File: config.mk
export PLATFORM = sky130hd
export DESIGN_NAME = tea_stage
export DESIGN_NICKNAME = d
export VERILOG_FILES = /design/src/rtl/core/tea_pkg.sv /design/src/rtl/core/tea_stage.sv
export SDC_FILE = /design/constraint.sdc
export NUM_CORES = 1
export LEC_CHECK = 0
export BUFFER_PORTS_ARGS = -buffer_cell sky130_fd_sc_hd__buf_2
export CORE_ASPECT_RATIO = 0.7
export CORE_UTILIZATION = 30
export CTS_CLUSTER_DIAMETER = 40
export DETAILED_ROUTE_END_ITERATION = 10
export MAX_ROUTING_LAYER = met4
export PLACE_DENSITY = 0.58
export SLEW_MARGIN = 15
export SYNTH_ARGS = -nofsm -noshare
export SYNTH_HDL_FRONTEND = slang
export SYNTH_SLANG_ARGS = --single-unit
File: constraint.sdc
create_clock -name i_clk -period 9.62 [get_ports i_clk]
set_clock_uncertainty 0.1 [all_clocks]
set_input_delay 1.924 -clock i_clk [delete_from_list [all_inputs] [get_ports i_clk]]
set_output_delay 1.924 -clock i_clk [all_outputs]
set_load 0.01 [all_outputs]
File: src/rtl/core/tea_pkg.sv
// ----------------------------------------------------------------------------
// tea_pkg
// Shared types, constants and the mixing function of the TEA block cipher.
// ----------------------------------------------------------------------------
package tea_pkg;

    localparam int unsigned TEA_WORD_W   = 32;
    localparam int unsigned TEA_CYCLES   = 32;
    // One half-round (one word update) per pipeline stage.
    localparam int unsigned TEA_STAGES   = 2 * TEA_CYCLES;
    localparam int unsigned TEA_CFG_IDX_W = 8;

    localparam logic [TEA_WORD_W-1:0] TEA_DELTA = 32'h9e37_79b9;

    // Mode codes
    localparam logic MODE_ENC = 1'b0;
    localparam logic MODE_DEC = 1'b1;

    // Configuration register indexes
    localparam logic [TEA_CFG_IDX_W-1:0] REG_KEY0 = 8'd0;
    localparam logic [TEA_CFG_IDX_W-1:0] REG_KEY1 = 8'd1;
    localparam logic [TEA_CFG_IDX_W-1:0] REG_KEY2 = 8'd2;
    localparam logic [TEA_CFG_IDX_W-1:0] REG_KEY3 = 8'd3;

    typedef logic [TEA_WORD_W-1:0] t_tea_word;

    typedef struct packed {
        t_tea_word k0;
        t_tea_word k1;
        t_tea_word k2;
        t_tea_word k3;
    } t_tea_key;

    typedef struct packed {
        logic      mode;
        t_tea_word a;
        t_tea_word b;
    } t_tea_lane;

    // k * delta mod 2^32; elaboration-time only.
    function automatic t_tea_word tea_round_sum(input int unsigned k);
        logic [63:0] prod;
        prod = 64'(k) * 64'(TEA_DELTA);
        return prod[TEA_WORD_W-1:0];
    endfunction

    // ((x<<4)+ka) ^ (x+s) ^ ((x>>5)+kb), wrapping
    function automatic t_tea_word tea_mix(input t_tea_word x, input t_tea_word s,
                                          input t_tea_word ka, input t_tea_word kb);
        return ((x << 4) + ka) ^ (x + s) ^ ((x >> 5) + kb);
    endfunction

endpackage

File: src/rtl/core/tea_stage.sv
// ----------------------------------------------------------------------------
// tea_stage
// One pipeline stage: a single TEA half-round, registered.
// ----------------------------------------------------------------------------
module tea_stage #(
    parameter int unsigned STAGE = 0
) (
    input  logic               i_clk,
    input  logic               i_rst_n,
    input  logic               i_en,
    input  logic               i_valid,
    input  tea_pkg::t_tea_lane i_lane,
    input  tea_pkg::t_tea_key  i_key,
    output logic               o_valid,
    output tea_pkg::t_tea_lane o_lane
);
    import tea_pkg::*;

    localparam int unsigned CYC  = STAGE / 2;
    localparam logic        HALF = 1'(STAGE % 2);
    // Encrypt cycle n uses (n+1)*delta; decrypt cycle n uses (32-n)*delta.
    localparam t_tea_word   ENC_SUM = tea_round_sum(CYC + 1);
    localparam t_tea_word   DEC_SUM = tea_round_sum(TEA_CYCLES - CYC);

    logic      upd_a;
    t_tea_word x;
    t_tea_word s;
    t_tea_word ka;
    t_tea_word kb;
    t_tea_word mix;
    t_tea_word tgt;
    t_tea_word res;

    logic      r_valid;
    t_tea_lane r_lane;
    t_tea_lane n_lane;

    // Encrypt: first half updates a, second updates b. Decrypt is reversed.
    assign upd_a = (i_lane.mode == HALF);

    always_comb begin
        x   = upd_a ? i_lane.b : i_lane.a;
        ka  = upd_a ? i_key.k0 : i_key.k2;
        kb  = upd_a ? i_key.k1 : i_key.k3;
        s   = (i_lane.mode == MODE_DEC) ? DEC_SUM : ENC_SUM;
        mix = tea_mix(x, s, ka, kb);
        tgt = upd_a ? i_lane.a : i_lane.b;
        res = (i_lane.mode == MODE_DEC) ? (tgt - mix) : (tgt + mix);
        n_lane = i_lane;
        if (upd_a) begin
            n_lane.a = res;
        end else begin
            n_lane.b = res;
        end
    end

    always_ff @(posedge i_clk) begin
        if (!i_rst_n) begin
            r_valid <= 1'b0;
        end else if (i_en) begin
            r_valid <= i_valid;
        end
    end

    always_ff @(posedge i_clk) begin
        if (i_en) begin
            r_lane <= n_lane;
        end
    end

    assign o_valid = r_valid;
    assign o_lane  = r_lane;

endmodule

After elaboration in Yosys (flattened, before gate mapping)
Index checks and enable logic that the tools add are counted.
{ "totals": {"in_bits": 197, "n_memories": 0, "latch_bits": 0, "romBits": 0, "word_cells": 19, "ff_bits": 66, "ram_bits": 0} }
{ "classes": {"eq_ne": 0, "n_reduce_logical": 0, "n_bitwise": 2, "addsub": 5, "n_mux": 8, "n_shift": 0, "magnitude_cmp": 0, "n_mul": 0, "div_mod_pow": 0} }
{ "op_table": {"columns": ["cell", "n"], "rows": [
  ["$mux W32", 7],
  ["$add A32 B32 Y32", 3],
  ["$xor A32 B32 Y32", 2],
  ["$add A27 B32 Y32", 1],
  ["$sub A32 B32 Y32", 1],
  ["$mux W31", 1]
]} }

Longest topological paths before layout
{ "depth": {"depth_word": 7, "ltp_mapped": 37, "depth_no_buf": 29} }

Worst setup path after synthesis
Ideal clock, no wire load.
{ "synth_path": {"kind": "input port to flip-flop", "from": "input i_lane[64] (netlist bit)", "to": "register r_lane (netlist bit o_lane[63]), data pin", "n_path_buf": 8, "setup_slack_ns": -0.248, "arrival_ns": 9.493, "cell_stages": 36, "required_time_ns": 9.246, "cell_sequence": "buf_4 > buf_6 > buf_4 > clkbuf_1 > clkbuf_1 > clkbuf_1 > clkbuf_1 > clkbuf_1 > mux2_2 > ha_1 > fa_1 > a21o_1 > a21oi_1 > xnor3_1 > xnor2_1 > xnor2_1 > nor3b_2 > nor3b_2 > and4_1 > inv_1 > nor2_1 > nor2_1 > xnor2_1 > ha_1 > a21oi_1 > o21ai_0 > a21o_1 > a21o_1 > a2111oi_0 > a31oi_1 > o21ai_0 > o21ai_0 > o41ai_1 > xnor2_1 > o311ai_0 > o211ai_1"} }
{ "synth_rtl": {"columns": ["item", "line_no", "rtl"], "rows": [
  ["start: declaration", "tea_stage.sv:12", "input tea_pkg::t_tea_lane i_lane,"],
  ["end signal: assignment", "tea_stage.sv:67", "r_lane <= n_lane;"],
  ["end: declaration", "tea_stage.sv:35", "t_tea_lane r_lane;"]
]} }

==> flow_metrics.py <==
metrics = {
    "status": {
        "status": "complete, no violations",
    },
    "synth": {
        "yosys.area_share.simple_pct": 15.8,
        "synth_top_family_by_area": "compound AO/OA/AOI/OAI gates",
        "synth_flop_cell": "edfxtp_1",
        "syn-cell-area_sq_mm": 0.0111,
        "syn-instance-count": 1310,
        "yosys-mux-area-fraction_pct": 11.8,
        "yosysWarnings": 0,
        "synth_commonest_cells": "xnor2_1 (133), o21ai_0 (102), a21oi_1 (101)",
        "synth_area_leaders": "edfxtp_1 (18%), ha_1 (11%), xnor2_1 (10%), mux2_2 (9.7%), o21ai_0 (4.6%)",
        "synth_fa_ha_area_share_pct": 11.2,
        "synth_area_per_cell_sq_um": 8.48,
        "ys_seq_area_share_pct": 17.8,
        "synth-xor-area-share_pct": 16.9,
        "synth-seq-cells": 66,
        "synthMostInstantiatedCell": "xnor2_1",
        "syn-num-nets": 1605,
        "synth_top_area_cell": "edfxtp_1",
        "synth_top_area_share_pct": 17.6,
        "synth_compound_area_share_pct": 22.7,
        "async_flop_share_pct": 0,
        "synth_cell_types": 89,
        "synth_edf_count": 65,
    },
    "floorplan": {
        "initial_core_util_pct": 30.7,
        "pin_count": 263,
        "dieArea_sq_mm": 0.0378,
        "die_h_um": 163,
        "rows": 58,
        "core_sq_mm": 0.0362,
        "die_w_um": 232,
    },
    "timing": {
        "fmax_mhz": 110,
        "finalHoldViolations": 0,
        "slew-limit-headroom_pct": 36.1,
        "fin_tns_setup_ns": 0,
        "worst_slew_pin_slew_ns": 0.948,
        "period_needed_ns": 9.06,
        "setup_slack_ns": 0.561,
        "post-route-period-util_pct": 94.2,
        "finalMaxSlewViolations": 0,
        "rsz0062_at_grt": "false",
        "finalSetupViolCount": 0,
    },
    "global_route": {
        "grt_use_met2_pct": 27.0,
        "grt_use_met3_pct": 1.75,
        "gr-total-overflow": 0,
        "grt_pass1_vias": 10100,
        "grt_pass1_wl_mm": 60.1,
        "grt.total_usage_pct": 21.3,
        "grt_max_degree": 79,
        "globalRoute.busiestLayer": "met1",
        "antenna_found_initial": 2,
        "grtUsageMet1_pct": 35.2,
    },
    "routing": {
        "num_vias": 11000,
        "drt_iter0_markers": 762,
        "route.detailed.drc": 0,
        "drt-total-wl_mm": 40.0,
        "dr.pass1.iters": 5,
        "wl_per_cell_um": 19.4,
        "via_per_inst": 5.31,
        "final_antenna_net_count": 0,
    },
    "worst_setup_path": {
        "end_kind": "register",
        "cpMostUsedCell": "xnor2_1",
        "critPathLaunchType": "input port",
        "crit_required_ns": 9.58,
        "cp_slowest_stage_delay_ns": 0.44,
        "r2r_slack_ns": 8.93,
        "worstSetupPathType": "in -> reg",
        "crit_path_max_fanout": 54,
        "cp_data_arrival_time_ns": 9.02,
        "slowest_stage": "fa_1",
    },
    "layout": {
        "final_core_util_pct": 37.0,
        "final_nets": 1873,
        "area_delta_synth_final_pct": 20.7,
        "drive_gt1_share_pct": 27.9,
    },
    "clocking": {
        "post_cts_buffers": 0,
        "clockRootBuffer": "clkbuf_16",
        "cts.sinks": 66,
        "h-tree-depth": 3,
        "cts_made_buffers": 9,
        "max-clock-path-buffers": 2,
        "clk_pin_slew_ns": 0.05,
        "cts_hold_buffers": 0,
        "clk_latency_ns": 0.32,
        "cts_tree": "yes",
    },
    "placed_design": {
        "gp_congestion": 0.964,
        "portBuffers": 262,
        "post-place-ws_ns": 0.239,
        "hpwl_mm": 34.2,
    },
    "pwr": {
        "power_density_mw_per_mm2": 252,
        "ir_drop_uv": 112,
        "leakage_nw": 5.84,
    },
    "flow_run": {
        "max-cap-violations": 0,
    },
    "min_path": {
        "hold_path.class": "reg -> reg",
    },
}
## flip-flops by register name, summed over array words and instances, names as in the netlist
| signal | cells |
|---|---|
| o_lane | 65 |
| o_valid | 1 |
## cells by family after synthesis
| family | count (synthesis) |
|---|---|
| and+or+nand+nor | 337 |
| AOI/OAI and AO/OA | 393 |
| buffers and inverters | 102 |
| adders and majority gates | 98 |
| DFF | 66 |
| xor gates and xnor gates | 195 |
| muxes | 119 |
## timing repair
item,in CTS,in global routing
gates resized for setup,0,1
hold endpoints to repair,0,0
endpoints found under the setup margin,0,1
## final cells by class
cell class | instances | area (sq um)
well taps | 480 | 601
repair buffers | 306 | 1670
diodes | 2 | 5.00
clock inverters | 5 | 22.5
inverters | 53 | 199
multi-input cells | 1142 | 8710
fillers | 3783 | 22800
clock buffers | 10 | 229
flip-flops and latches | 66 | 1970
## metrics by stage
step	hold WS, ns	std cells	total power (W)	area, sq um
detailed placement	0.411	2047	0.00307	13200
CTS	0.425	2062	0.00337	13400
global placement	0.394	2047	0.00306	13200
floorplan	0.438	1310	0.00233	11100
finish	0.423	2064	0.00338	13400
global route	0.475	2064	0.00366	13400
## critical path, delay by kind of cell
kind | cells | cell delay (ns)
multiplexers | 1 | 0.39
AO/OA/AOI/OAI | 13 | 2.85
adder cells (fa/ha/maj) | 2 | 0.77
AND/OR/NAND/NOR | 5 | 1.05
buffers and inverters | 3 | 0.68
XOR/XNOR | 5 | 1.31
## worst paths after layout
| kind | cells after the start | to | from |
|---|---|---|---|
| worst max register to register | 2 | o_valid | o_valid |
| worst max-delay path | 29 | o_lane[63] | i_lane[64] |
| worst min register to register | 2 | o_valid | o_valid |
| worst min-delay path | 2 | o_valid | o_valid |
## routing by layer
layer	vias up	part of all wire [%]	wire length (um)
li1	5405	-	-
met1	5118	55	22100
met2	412	38	15000
met3	18	6.2	2470
met4	0	0.91	364
met5	-	0	0
## cells in the final DEF (no fill, tap or decap), types with 21 or more instances in the layout
cell type | synthesis | layout
buf_2 | 0 | 261
ha_1 | 95 | 95
mux2i_1 | 23 | 23
edfxtp_1 | 65 | 65
o21ai_0 | 102 | 102
a21o_1 | 31 | 31
nor2_1 | 78 | 78
xor2_1 | 49 | 49
a21oi_1 | 101 | 101
mux2_2 | 96 | 96
nand2_1 | 97 | 97
buf_4 | 4 | 42
nand2b_1 | 22 | 22
inv_1 | 53 | 53
xnor2_1 | 133 | 133
a31oi_1 | 21 | 21
## power breakdown
| part | internal (W) | total [W] | switching [W] | leakage, nW |
|---|---|---|---|---|
| registers | 0.000512 | 0.000543 | 0.0000310 | 0.643 |
| logic | 0.00110 | 0.00256 | 0.00146 | 5.07 |
| clock network | 0.000169 | 0.000278 | 0.000109 | 0.127 |
Power figures use the tool's default switching activity.
