[src/rtl/core/tea_pkg.sv]
// ----------------------------------------------------------------------------
// tea_pkg
// Shared types, constants and the mixing function of the TEA block cipher.
// ----------------------------------------------------------------------------
package tea_pkg;

    localparam int unsigned TEA_WORD_W   = 32;
    localparam int unsigned TEA_CYCLES   = 32;
    // One half-round (one word update) per pipeline stage.
    localparam int unsigned TEA_STAGES   = 2 * TEA_CYCLES;
    localparam int unsigned TEA_CFG_IDX_W = 8;

    localparam logic [TEA_WORD_W-1:0] TEA_DELTA = 32'h9e37_79b9;

    // Mode codes
    localparam logic MODE_ENC = 1'b0;
    localparam logic MODE_DEC = 1'b1;

    // Configuration register indexes
    localparam logic [TEA_CFG_IDX_W-1:0] REG_KEY0 = 8'd0;
    localparam logic [TEA_CFG_IDX_W-1:0] REG_KEY1 = 8'd1;
    localparam logic [TEA_CFG_IDX_W-1:0] REG_KEY2 = 8'd2;
    localparam logic [TEA_CFG_IDX_W-1:0] REG_KEY3 = 8'd3;

    typedef logic [TEA_WORD_W-1:0] t_tea_word;

    typedef struct packed {
        t_tea_word k0;
        t_tea_word k1;
        t_tea_word k2;
        t_tea_word k3;
    } t_tea_key;

    typedef struct packed {
        logic      mode;
        t_tea_word a;
        t_tea_word b;
    } t_tea_lane;

    // k * delta mod 2^32; elaboration-time only.
    function automatic t_tea_word tea_round_sum(input int unsigned k);
        logic [63:0] prod;
        prod = 64'(k) * 64'(TEA_DELTA);
        return prod[TEA_WORD_W-1:0];
    endfunction

    // ((x<<4)+ka) ^ (x+s) ^ ((x>>5)+kb), wrapping
    function automatic t_tea_word tea_mix(input t_tea_word x, input t_tea_word s,
                                          input t_tea_word ka, input t_tea_word kb);
        return ((x << 4) + ka) ^ (x + s) ^ ((x >> 5) + kb);
    endfunction

endpackage

[src/rtl/core/tea_if.sv]


interface tea_cfg_if;
    import tea_pkg::*;
    logic                     valid;
    logic                     ready;
    logic [TEA_CFG_IDX_W-1:0] index;
    t_tea_word                data;

    modport source (output valid, output index, output data, input ready);
    modport sink   (input valid, input index, input data, output ready);
endinterface

[src/rtl/core/tea_key_file.sv]
// ----------------------------------------------------------------------------
// tea_key_file
// Holds the four 32-bit words of the 128-bit key, written through the config
// channel.
// ----------------------------------------------------------------------------
module tea_key_file (
    input  logic              i_clk,
    input  logic              i_rst_n,
    tea_cfg_if.sink           i_cfg,
    output tea_pkg::t_tea_key o_key
);
    import tea_pkg::*;

    t_tea_key r_key;
    t_tea_key n_key;

    assign i_cfg.ready = 1'b1;

    always_comb begin
        n_key = r_key;
        if (i_cfg.valid) begin
            unique case (i_cfg.index)
                REG_KEY0: n_key.k0 = i_cfg.data;
                REG_KEY1: n_key.k1 = i_cfg.data;
                REG_KEY2: n_key.k2 = i_cfg.data;
                REG_KEY3: n_key.k3 = i_cfg.data;
                default:  n_key = r_key;   // out-of-range index ignored
            endcase
        end
    end

    always_ff @(posedge i_clk) begin
        if (!i_rst_n) begin
            r_key <= '0;
        end else begin
            r_key <= n_key;
        end
    end

    assign o_key = r_key;

endmodule

[src/flat_wrapper.sv]
// flat-port wrapper written by rule: the top's interface ports become plain ports
module tea_key_file_flat import tea_pkg::*;
  (i_clk, i_rst_n, o_key, i_cfg_valid, i_cfg_index, i_cfg_data, i_cfg_ready);
  tea_cfg_if i_cfg_i ();
  input  logic i_clk;
  input  logic i_rst_n;
  output tea_pkg::t_tea_key o_key;
  input wire logic [$bits(i_cfg_i.valid)-1:0] i_cfg_valid;
  input wire logic [$bits(i_cfg_i.index)-1:0] i_cfg_index;
  input wire logic [$bits(i_cfg_i.data)-1:0] i_cfg_data;
  output wire logic [$bits(i_cfg_i.ready)-1:0] i_cfg_ready;
  assign i_cfg_i.valid = i_cfg_valid;
  assign i_cfg_i.index = i_cfg_index;
  assign i_cfg_i.data = i_cfg_data;
  assign i_cfg_ready = i_cfg_i.ready;
  tea_key_file u_core (.i_clk(i_clk), .i_rst_n(i_rst_n), .i_cfg(i_cfg_i), .o_key(o_key));
endmodule
[config.mk]
export PLATFORM = sky130hd
export DESIGN_NAME = tea_key_file_flat
export DESIGN_NICKNAME = d
export VERILOG_FILES = /design/src/rtl/core/tea_pkg.sv /design/src/rtl/core/tea_if.sv /design/src/rtl/core/tea_key_file.sv /design/src/flat_wrapper.sv
export SDC_FILE = /design/constraint.sdc
export NUM_CORES = 1
export LEC_CHECK = 0
export BUFFER_PORTS_ARGS = -buffer_cell sky130_fd_sc_hd__buf_2
export CELL_PAD_IN_SITES_DETAIL_PLACEMENT = 0
export CELL_PAD_IN_SITES_GLOBAL_PLACEMENT = 2
export CORE_AREA = 2 2 138 140
export DETAILED_ROUTE_END_ITERATION = 7
export DIE_AREA = 0 0 140 142
export PLACE_DENSITY_LB_ADDON = 0.12
export SLEW_MARGIN = 20
export SYNTH_ARGS = -nofsm -noshare
export SYNTH_HDL_FRONTEND = slang
export SYNTH_SLANG_ARGS = --single-unit
[constraint.sdc]
create_clock -name i_clk -period 1.4 [get_ports i_clk]
set_input_delay 0.28 -clock i_clk [delete_from_list [all_inputs] [get_ports i_clk]]
set_output_delay 0.28 -clock i_clk [all_outputs]
set_load 0.1 [all_outputs]
After elaboration in Yosys (flattened, before gate mapping)
Cells that the tools add are included.
Operators by class
  equal/unequal tests: 3
  reduce and logical (&&, ||, !) cells: 5
Operators by type and width (count)
  == test 8 x 2 -> 1 bit (second input constant): 2
  == test 8 x 1 -> 1 bit (second input constant): 1
  logical NOT 8 bit: 1
  AND reduction 2 bit: 4
Storage, ports and cells
  bits in registers: 128
  output and inout bits: 129
  word-level logic and storage cells: 12

Depth between registers and ports, before layout
  word-level depth: 2
  depth in mapped cells: 5

Worst setup path after synthesis
Ideal clock, no wire load.
  path kind: input to register
  start point: input port i_cfg_index[6]
  end point: register u_core.r_key (netlist bit u_core.o_key[100])
  setup time: 72 ps
  data arrival time: 1296 ps
  slack: 32 ps
  stages: 5
  cell sequence: nor4b_4 and3b_1 buf_4 buf_6 mux2i_1
Between the ends
  longest elaborated chain between the ends: 2
RTL lines
  start, declared: line flat_wrapper.sv:9  | input wire logic [$bits(i_cfg_i.index)-1:0] i_cfg_index;
  logical NOT 8 bit: line tea_key_file.sv:22  | unique case (i_cfg.index)
  AND reduction 2 bit (no line)
  end signal, assigned: line tea_key_file.sv:36  | r_key <= n_key;
  end, declared: line tea_key_file.sv:14  | t_tea_key r_key;
Every way passes these cells.
A chain may end at the register's enable or synchronous reset.

Worst setup path after layout
  start point: register u_core.r_key (netlist bit u_core.o_key[99])
  end point: output port o_key[99] (netlist bit)
RTL lines
  end, declared: line flat_wrapper.sv:7  | output tea_pkg::t_tea_key o_key;
No word-level cell between the ends.

==> results.md <==
- The minimum clock period after layout is roughly 1.4 ns.
- When the netlist entered floorplanning its net count stood at 499.
- With fillers left out, the area of the finished cells amounts to 6940 um2.
- The synthesized netlist contains 16 unique library cells.
- Setup repair after global routing left no endpoint under its margin.
- The worst path uses 97.1% of the clock period.
- The via count of the first global-routing pass was approximately 3,800.
- The cell area reported after detailed placement is slightly above 6000 um2.
- The synthesized netlist devotes 0% of its cell area to XOR and XNOR gates.
- After floorplanning, the core was sized to cover about 18,000 um2.
- The largest net degree at the start of global routing is between 60 and 70.
- Across every metal layer, demand over resource in global routing totals ~14%.
- The average routed wire per standard cell is approximately 16 um.
- Summing the areas of all compound-gate instances in the mapped netlist gives 0% of the synthesized area.
- The worst setup path is of the register to primary output kind.
- Summed over all failing endpoints, the final setup total negative slack is 0 ns.
- The flip-flop count of the largest register after layout is ~130.
- The final number of max-transition violations is 0.
- The later pin in the worst-skew pair is clocked with a latency of a little over 0.4 ns.
- The type of destination of the critical path is a primary output.
- The mean instance size in the synthesized netlist is between 10 and 15 um2.
- The path category of the worst min-delay check is input pin to register.
- The top-level port count is roughly 170.
- The detail-routed via count per cell is 4.27.
- The area growth from synthesis to layout is 47.4%.
- In the final design database the tool counted about 670 nets.
- The floorplan step defined a die boundary enclosing about 20,000 um2.
- The worst setup path is launched from a register.
- From left edge to right edge, the die measures 140 um.
- The synthesized netlist devotes between 10 and 15% of its cell area to simple gates.
- The wire length of the first global-routing pass is between 20,000 and 25,000 um.
- The count of fill cells added during filler insertion is about 1,900.
- The total power per unit cell area is about 1100 nW/um2.
- Across the VDD grid, the largest voltage drop is 0.834 mV.
- The number of antenna-violating nets in the routed design is 0.
- For this run, the share of the core covered by cells in the final layout is around 38%.
- Leaving out fill and tap cells, the most frequent cells in the layout are sky130_fd_sc_hd__nand2_1 (160), sky130_fd_sc_hd__mux2i_1 (128), sky130_fd_sc_hd__dfxtp_1 (128).
- In this run, CTS created clock tree buffers numbering 17.
- Clock tree synthesis found a total of about 130 sinks.
- The routed layout has about 3,700 vias.
- The clock passes through at most 2 buffers.
- For this design the static power due to leakage is 3.51 nW.
- Setup slack closes at 0.0410 ns.
- The critical path arrival is approximately 1.1 ns.
- Between clock sinks in the finished design, the worst skew comes to 0 ns.
- Across the run, the number of max-cap violations was 0.
- Input and output buffers added on the ports amount to 170.
- Leaving out fill and tap cells, the most frequent cell in the layout is sky130_fd_sc_hd__nand2_1.
- The final global-route overflow total is 0.
- The pre-CTS worst setup slack is -0.304 ns.
- After Yosys synthesis, full adders, half adders and majority gates account for 0% of the synthesized area.
- The run finished, with violations left.
- For this run, the top clock speed supported by timing is around 740 MHz.
- The post-synth design cell area is 4710 um2.
- The master cell of the clock root buffer is sky130_fd_sc_hd__clkbuf_16.
- After detailed routing, the total wire length is ~14,000 um.
- The number of hold violations in the final report is 0.
- The slowest stage of the critical path belongs to the cell sky130_fd_sc_hd__dfxtp_1.
- The TritonCTS clock tree is yes.
- The count of unresolved DRC violations after routing is 24.
- Setup violations remaining at the end of the flow were counted as 0.
- In this run, synthesis produced a sequential element count of 128.
- The fraction of final layout cells sized beyond drive strength 1 is about a third.
- The post-CTS repair timing setup buffer count is 0.
- The number of buffer and inverter instances along the worst setup path is 1.
- The checks that failed: DRC.
- The weighted congestion reported at the end of routability-driven placement is around 0.72.
- After synthesis, the largest family of logic cells by area is multiplexers.
- The critical-path maximum fanout is 2.
- The initial antenna violation count came to 1.
- The maximum level of the CTS H-tree is 4.
- The die height is 142 um.
- The clock input transition at the sequential cells of the worst setup and hold paths is about 0.060 ns.
- The sequential cell area fraction in the yosys report is between 50% and 60%.
- The proportion of synthesized area in mux cells is between 20% and 30%.
- The detailed placer's ending HPWL is 9680 um.
- The peak per-stage delay on the critical path is around 0.36 ns.
- The synthesized netlist cell count is between 400 and 500.
- The detailed router finished its first iteration with between 100 and 150 violations.
- Before antenna repair, the detailed router went through 6 iterations.
- Among cell families on the critical path, the largest total delay comes from flip-flops.
- STA puts the critical path data required time at about 1.1 ns.
- Traced cell by cell, the critical path runs through buf_4.
- The count of standard-cell rows is 50.
- Yosys printed 0 warnings.
- The initial standard-cell utilization of the core is 25.5%.
## metrics by stage
| stage | total power, mW | std cells | hold WS (ns) |
|---|---|---|---|
| 5_1_grt | 8.16 | 873 | 0.204 |
| 3_3_place_gp | 4.05 | 844 | 0.440 |
| 3_5_place_dp | 4.05 | 844 | 0.445 |
| 4_1_cts | 7.96 | 873 | 0.189 |
| 6_report | 7.81 | 874 | 0.195 |
| 2_1_floorplan | 3.90 | 456 | 0.484 |
## power by group
part	switching (mW)	leakage [nW]	internal, mW
logic	0.219	2.24	0.0987
clock network	1.53	0.241	2.31
registers	0.00278	1.03	3.65
total	1.76	3.51	6.06
## metal layers
metal | global-route usage (%) | part of all wire (%) | vias to the layer above
met5 | 0 | 0 | -
met4 | 4.47 | 0.98 | 0
met3 | 6.33 | 8.4 | 8
met2 | 22.3 | 46 | 108
met1 | 17.3 | 44 | 1767
li1 | - | - | 1847
## cell usage after synthesis
| master | n | area share [%] |
|---|---|---|
| sky130_fd_sc_hd__and3b_1 | 1 | 0.19 |
| sky130_fd_sc_hd__buf_1 | 1 | 0.080 |
| sky130_fd_sc_hd__buf_2 | 6 | 0.64 |
| sky130_fd_sc_hd__buf_4 | 2 | 0.32 |
| sky130_fd_sc_hd__buf_6 | 6 | 1.4 |
| sky130_fd_sc_hd__clkbuf_1 | 17 | 1.4 |
| sky130_fd_sc_hd__conb_1 | 1 | 0.080 |
| sky130_fd_sc_hd__dfxtp_1 | 128 | 54 |
| sky130_fd_sc_hd__mux2i_1 | 128 | 27 |
| sky130_fd_sc_hd__nand2_1 | 160 | 13 |
| sky130_fd_sc_hd__nand3_2 | 1 | 0.21 |
| sky130_fd_sc_hd__nand4_2 | 1 | 0.27 |
| sky130_fd_sc_hd__nand4b_2 | 1 | 0.32 |
| sky130_fd_sc_hd__nor3_1 | 1 | 0.11 |
| sky130_fd_sc_hd__nor4_1 | 1 | 0.13 |
| sky130_fd_sc_hd__nor4b_4 | 1 | 0.50 |
## worst paths after layout
| kind | from | end | slack (ns) | depth (start not counted) |
|---|---|---|---|---|
| setup reg to reg | u_core.o_key[121] | u_core.o_key[121] | 0.73 | 2 |
| hold reg to reg | u_core.o_key[87] | u_core.o_key[87] | 0.46 | 2 |
| setup / recovery | u_core.o_key[99] | o_key[99] | 0.04 | 1 |
| hold / removal | i_cfg_data[5] | u_core.o_key[37] | 0.20 | 3 |
## cell type report
cell class	instances	area [um2]	area share [%]
clock buffer	23	468	6.74
tap	234	293	4.22
sequential	128	2560	36.9
clock inverter	6	37.5	0.541
antenna	1	2.50	0.0360
multi-input combinational	296	1990	28.6
timing repair buffer	186	1590	22.9
## cell families (layout without fill, tap and decap cells)
group,Yosys count,count (layout)
muxes,128,128
DFF,128,128
other,1,2
buffers and inverters,32,215
and+or+nand+nor,167,167
## repair_timing
| action | CTS | global route |
|---|---|---|
| endpoints found under the setup margin | 113 | 3 |
| gates resized for setup | 113 | 3 |
| hold endpoints to repair | 0 | 0 |
| hold buffers | 0 | 0 |
Note: power is estimated with default switching activity, not from simulation.
